### config.mk
export PLATFORM = sky130hd
export DESIGN_NAME = sojb_ram
export DESIGN_NICKNAME = d
export VERILOG_FILES = /design/src/rtl/sojb_ram.sv
export SDC_FILE = /design/constraint.sdc
export NUM_CORES = 1
export LEC_CHECK = 0
export BUFFER_PORTS_ARGS = -buffer_cell sky130_fd_sc_hd__buf_2
export CAP_MARGIN = 20
export CORE_MARGIN = 5
export CORE_UTILIZATION = 25
export CTS_BUF_LIST = sky130_fd_sc_hd__clkbuf_8
export DETAILED_ROUTE_END_ITERATION = 7
export PLACE_DENSITY = 0.39
export RECOVER_POWER = 25
export SYNTH_ARGS = -nofsm -noshare
export SYNTH_HDL_FRONTEND = slang
export SYNTH_SLANG_ARGS = --single-unit
### constraint.sdc
create_clock -name i_clk -period 1.58 [get_ports i_clk]
set_input_delay 0 -clock i_clk [delete_from_list [all_inputs] [get_ports i_clk]]
set_output_delay 0 -clock i_clk [all_outputs]
set_load 0.005 [all_outputs]
### src/rtl/sojb_ram.sv
// Generic single-write, single-read synchronous RAM with registered read data.
module sojb_ram #(
    parameter int WIDTH = 8,
    parameter int DEPTH = 16
) (
    input  logic                     i_clk,
    input  logic                     i_we,
    input  logic [$clog2(DEPTH)-1:0] i_waddr,
    input  logic [WIDTH-1:0]         i_wdata,
    input  logic [$clog2(DEPTH)-1:0] i_raddr,
    output logic [WIDTH-1:0]         o_rdata
);

    logic [WIDTH-1:0] r_mem [DEPTH];

    // Write port and registered read port
    always_ff @(posedge i_clk) begin
        if (i_we) begin
            r_mem[i_waddr] <= i_wdata;
        end
        o_rdata <= r_mem[i_raddr];
    end

endmodule

==> summary.txt <==
Critical path
  – Worst Path Max Fanout: 1
  – Setup crit start kind: flop
  – WP data arrival: 1.79 ns
  – Capturing element type of the critical path: flop
  – Type of the setup path with the least slack: flop to flop
  – Data required time of the worst path: 1.89 ns

Routing
  – WL per Instance: roughly 19 µm
  – Vias/cell: between 4 and 5
  – First DRT Iteration DRCs: 135
  – Post-DRT Antenna Nets: 0
  – Number of vias in the routed layout: 2457
  – Drt first pass iters: 4
  – Total wire length after detailed routing: 11.12 mm
  – Final routed DRC violation total: 0

Pwr
  – Power density cells: approximately 1200 mW/mm²
  – Worst vdd rail ir drop: between 500 and 600 µV
  – Switch share: 0.2176
  – Power after layout: slightly above 0.007 W
  – Clock power share: 0.375
  – Share of power burned in registers: 0.568
  – Cell internal pwr: 0.005580 W
  – Part of the power in combinational logic: 0.057
  – Psw: 0.001552 W
  – Leakage power total: 2.012 nW

Finish
  – Seq. cell area: about 0.0040 mm²
  – Commonest non-fill, non-tap cells in the layout: 128 x sky130_fd_sc_hd__edfxtp_1, 18 x sky130_fd_sc_hd__mux4_2, 18 x sky130_fd_sc_hd__buf_2, 18 x sky130_fd_sc_hd__buf_4, 17 x sky130_fd_sc_hd__clkbuf_8
  – Fraction of final layout cells with drive strength greater than 1: 0.2701
  – Fin nets: between 300 and 400
  – Count of non-filler cells in the finished layout: 581
  – Total non-filler cell area in the finished layout: 0.006182 mm²
  – Multi-input gate area: around 0.0011 mm²
  – Layout-stage area growth over the synthesis result: 20.10%
  – Most frequent standard cell in the layout excluding fill and tap cells: sky130_fd_sc_hd__edfxtp_1
  – # fillers: between 1500 and 2000
  – Antenna Diode Count: 0

Global route
  – Initial antenna violation count: 0
  – All-Layer GR Usage: 0.09828
  – Largest net degree at the start of global routing: 20
  – Wire length of the first global-routing pass: about 17 mm
  – Number of global-route vias before repair: 2519
  – GRT overflow: 0

Timing
  – Total negative setup slack: 0 ns
  – Final clock skew: ~0.0078 ns
  – Crit share post-route: 0.9347
  – Max Clock Freq: ~0.68 GHz
  – Final count of hold timing violations: 0
  – Final count of pins violating max slew: 0
  – Shortest clock period the worst path allows after layout: 1.477 ns
  – Slew @ Worst Pin: 0.9658 ns
  – Max-Slew Margin vs Limit: 0.3548
  – Worst Hold Slack: around 0.14 ns
  – Setup repair after global routing missed its margin: no
  – Final count of negative-setup-slack endpoints: 0

Floorplanning
  – Cell Rows: 52
  – IO Count: 26
  – Core footprint: 0.02023 mm²
  – Die Footprint: roughly 0.024 mm²
  – Width of the chip: 153.5 µm
  – Die Y-Extent: 153.5 µm
  – Effective utilization at floorplan: 0.2544

Synth
  – Netlist area before placement: 0.005147 mm²
  – Count of different cell masters after synthesis: 19
  – Combinational family with the most area after synthesis: multiplexers
  – Parity-gate share of the synthesized area counting xor and xnor cells: 0
  – Arithmetic-cell share of the synthesized area counting full adders, half adders and majority gates: 0
  – Multiplexer fraction of the synthesized cell area: 0.1502
  – Net Count, Synth: 247
  – Synth top area share: 0.7467
  – Cells after synthesis: 229
  – Number of warnings issued by yosys: 0
  – Number of synthesized register bits: 136
  – Synthesized-area fraction occupied by ao, oa, aoi and oai cells: 0.02333
  – Per-instance average area after synthesis: 22.48 µm²
  – Fraction of the yosys area taken by sequential cells: 0.7778
  – Post-Synth Simple-Gate Area: 0.03184
  – Top cell type by total area after synthesis: sky130_fd_sc_hd__edfxtp_1
  – Leading cell types by total area after synthesis: sky130_fd_sc_hd__edfxtp_1 75%, sky130_fd_sc_hd__mux4_2 7.9%, sky130_fd_sc_hd__mux4_1 7.1%

Status
  – Status: completed

Clocking
  – Max clock buf depth: 2
  – Hold_buf cts: 8
  – Insertion delay of the later-clocked pin in the worst-skew pair: 0.43 ns
  – Post-CTS Setup Bufs: 0
  – H-tree depth reported by CTS: 4
  – Clock Sink Count: roughly 140
  – Number of buffers created by CTS: 17
  – Clock Pin Slew Worst Setup and Hold Paths: about 0.070 ns
  – Post-CTS resize count: 0
  – CTS tree: yes
  – Buffer type at the clock tree root: sky130_fd_sc_hd__clkbuf_8

Placement
  – Half-perimeter wire length after detailed placement: 7.570 mm
  – Count of input and output buffers: 25
  – Number of instances in the placed design: approximately 540
  – Last weighted congestion value of the routability-driven placer: about 0.68
  – Cell area after placement: approximately 0.0058 mm²

Worst hold path
  – Path type of the worst min-delay path: input pin to flop

Job
  – Number of max-cap violations: 0
power groups by stage:
stage	Sequential, W	Clock [W]	Combinational, W
floorplan	0.00413	0	0.000205
global placement	0.00414	0	0.000405
detailed placement	0.00414	0	0.000408
CTS	0.00406	0.00278	0.000424
global route	0.00406	0.00294	0.000445
finish	0.00405	0.00267	0.000406
registers in the layout, summed over array words and instances, names as in the netlist:
signal   cells
o_rdata      8
r_mem      128
cell type report:
class,count,share of cell area
multi-input cells,83,0.1710
clock buffers,17,0.03785
repair buffers,60,0.06699
well taps,270,0.05464
flip-flops and latches,136,0.6476
clock inverters,15,0.02186
metrics by stage:
step | utilization | setup WS [ns]
after floorplan | - | 0.08713
after global placement | 0.2849 | 0.006300
after detailed placement | 0.2849 | 0.01583
after CTS | 0.3071 | 0.09802
after global routing | 0.3055 | 0.02814
final | 0.3055 | 0.1032
cells in the mapped netlist:
cell,count
sky130_fd_sc_hd__dfxtp_1,8
sky130_fd_sc_hd__buf_6,3
sky130_fd_sc_hd__nor3_1,4
sky130_fd_sc_hd__nand3b_1,2
sky130_fd_sc_hd__edfxtp_1,128
sky130_fd_sc_hd__a22oi_1,16
sky130_fd_sc_hd__nand3_1,1
sky130_fd_sc_hd__buf_4,1
sky130_fd_sc_hd__and2_1,1
sky130_fd_sc_hd__clkdlybuf4s25_2,3
sky130_fd_sc_hd__nand2b_1,2
sky130_fd_sc_hd__mux4_1,14
sky130_fd_sc_hd__nor2_1,13
sky130_fd_sc_hd__or3b_2,1
sky130_fd_sc_hd__buf_2,3
sky130_fd_sc_hd__nand2_1,9
sky130_fd_sc_hd__and2b_1,1
sky130_fd_sc_hd__mux4_2,18
sky130_fd_sc_hd__nor2b_1,1
cells by family (layout without fill, tap and decap cells):
| family | Yosys count | in the layout |
|---|---|---|
| AOI/OAI and AO/OA | 16 | 16 |
| and+or+nand+nor | 35 | 35 |
| DFF | 136 | 136 |
| buffers and inverters | 10 | 92 |
| muxes | 32 | 32 |
final timing paths:
check                             startpoint          to  slack, ns  cells after the start
worst min-delay path              i_raddr[3]  o_rdata[7]       0.14                      5
worst max register to register   r_mem[1][3]  o_rdata[3]       0.10                      3
worst min register to register  r_mem[14][5]  o_rdata[5]       0.67                      3
worst max-delay path             r_mem[1][3]  o_rdata[3]       0.10                      3
routing by layer:
metal	routed length, µm	GRT usage
met1	5302	0.1366
met2	5263	0.1485
met3	435	0.03288
met4	120	0.02649
met5	0	0
critical path, cell delays in order, from the launching register on:
cell and delay, ns:
sky130_fd_sc_hd__edfxtp_1 0.36, sky130_fd_sc_hd__mux4_1 0.51, sky130_fd_sc_hd__a22oi_1 0.40, sky130_fd_sc_hd__nand2_1 0.09
Note: power is estimated with default switching activity, not from simulation.
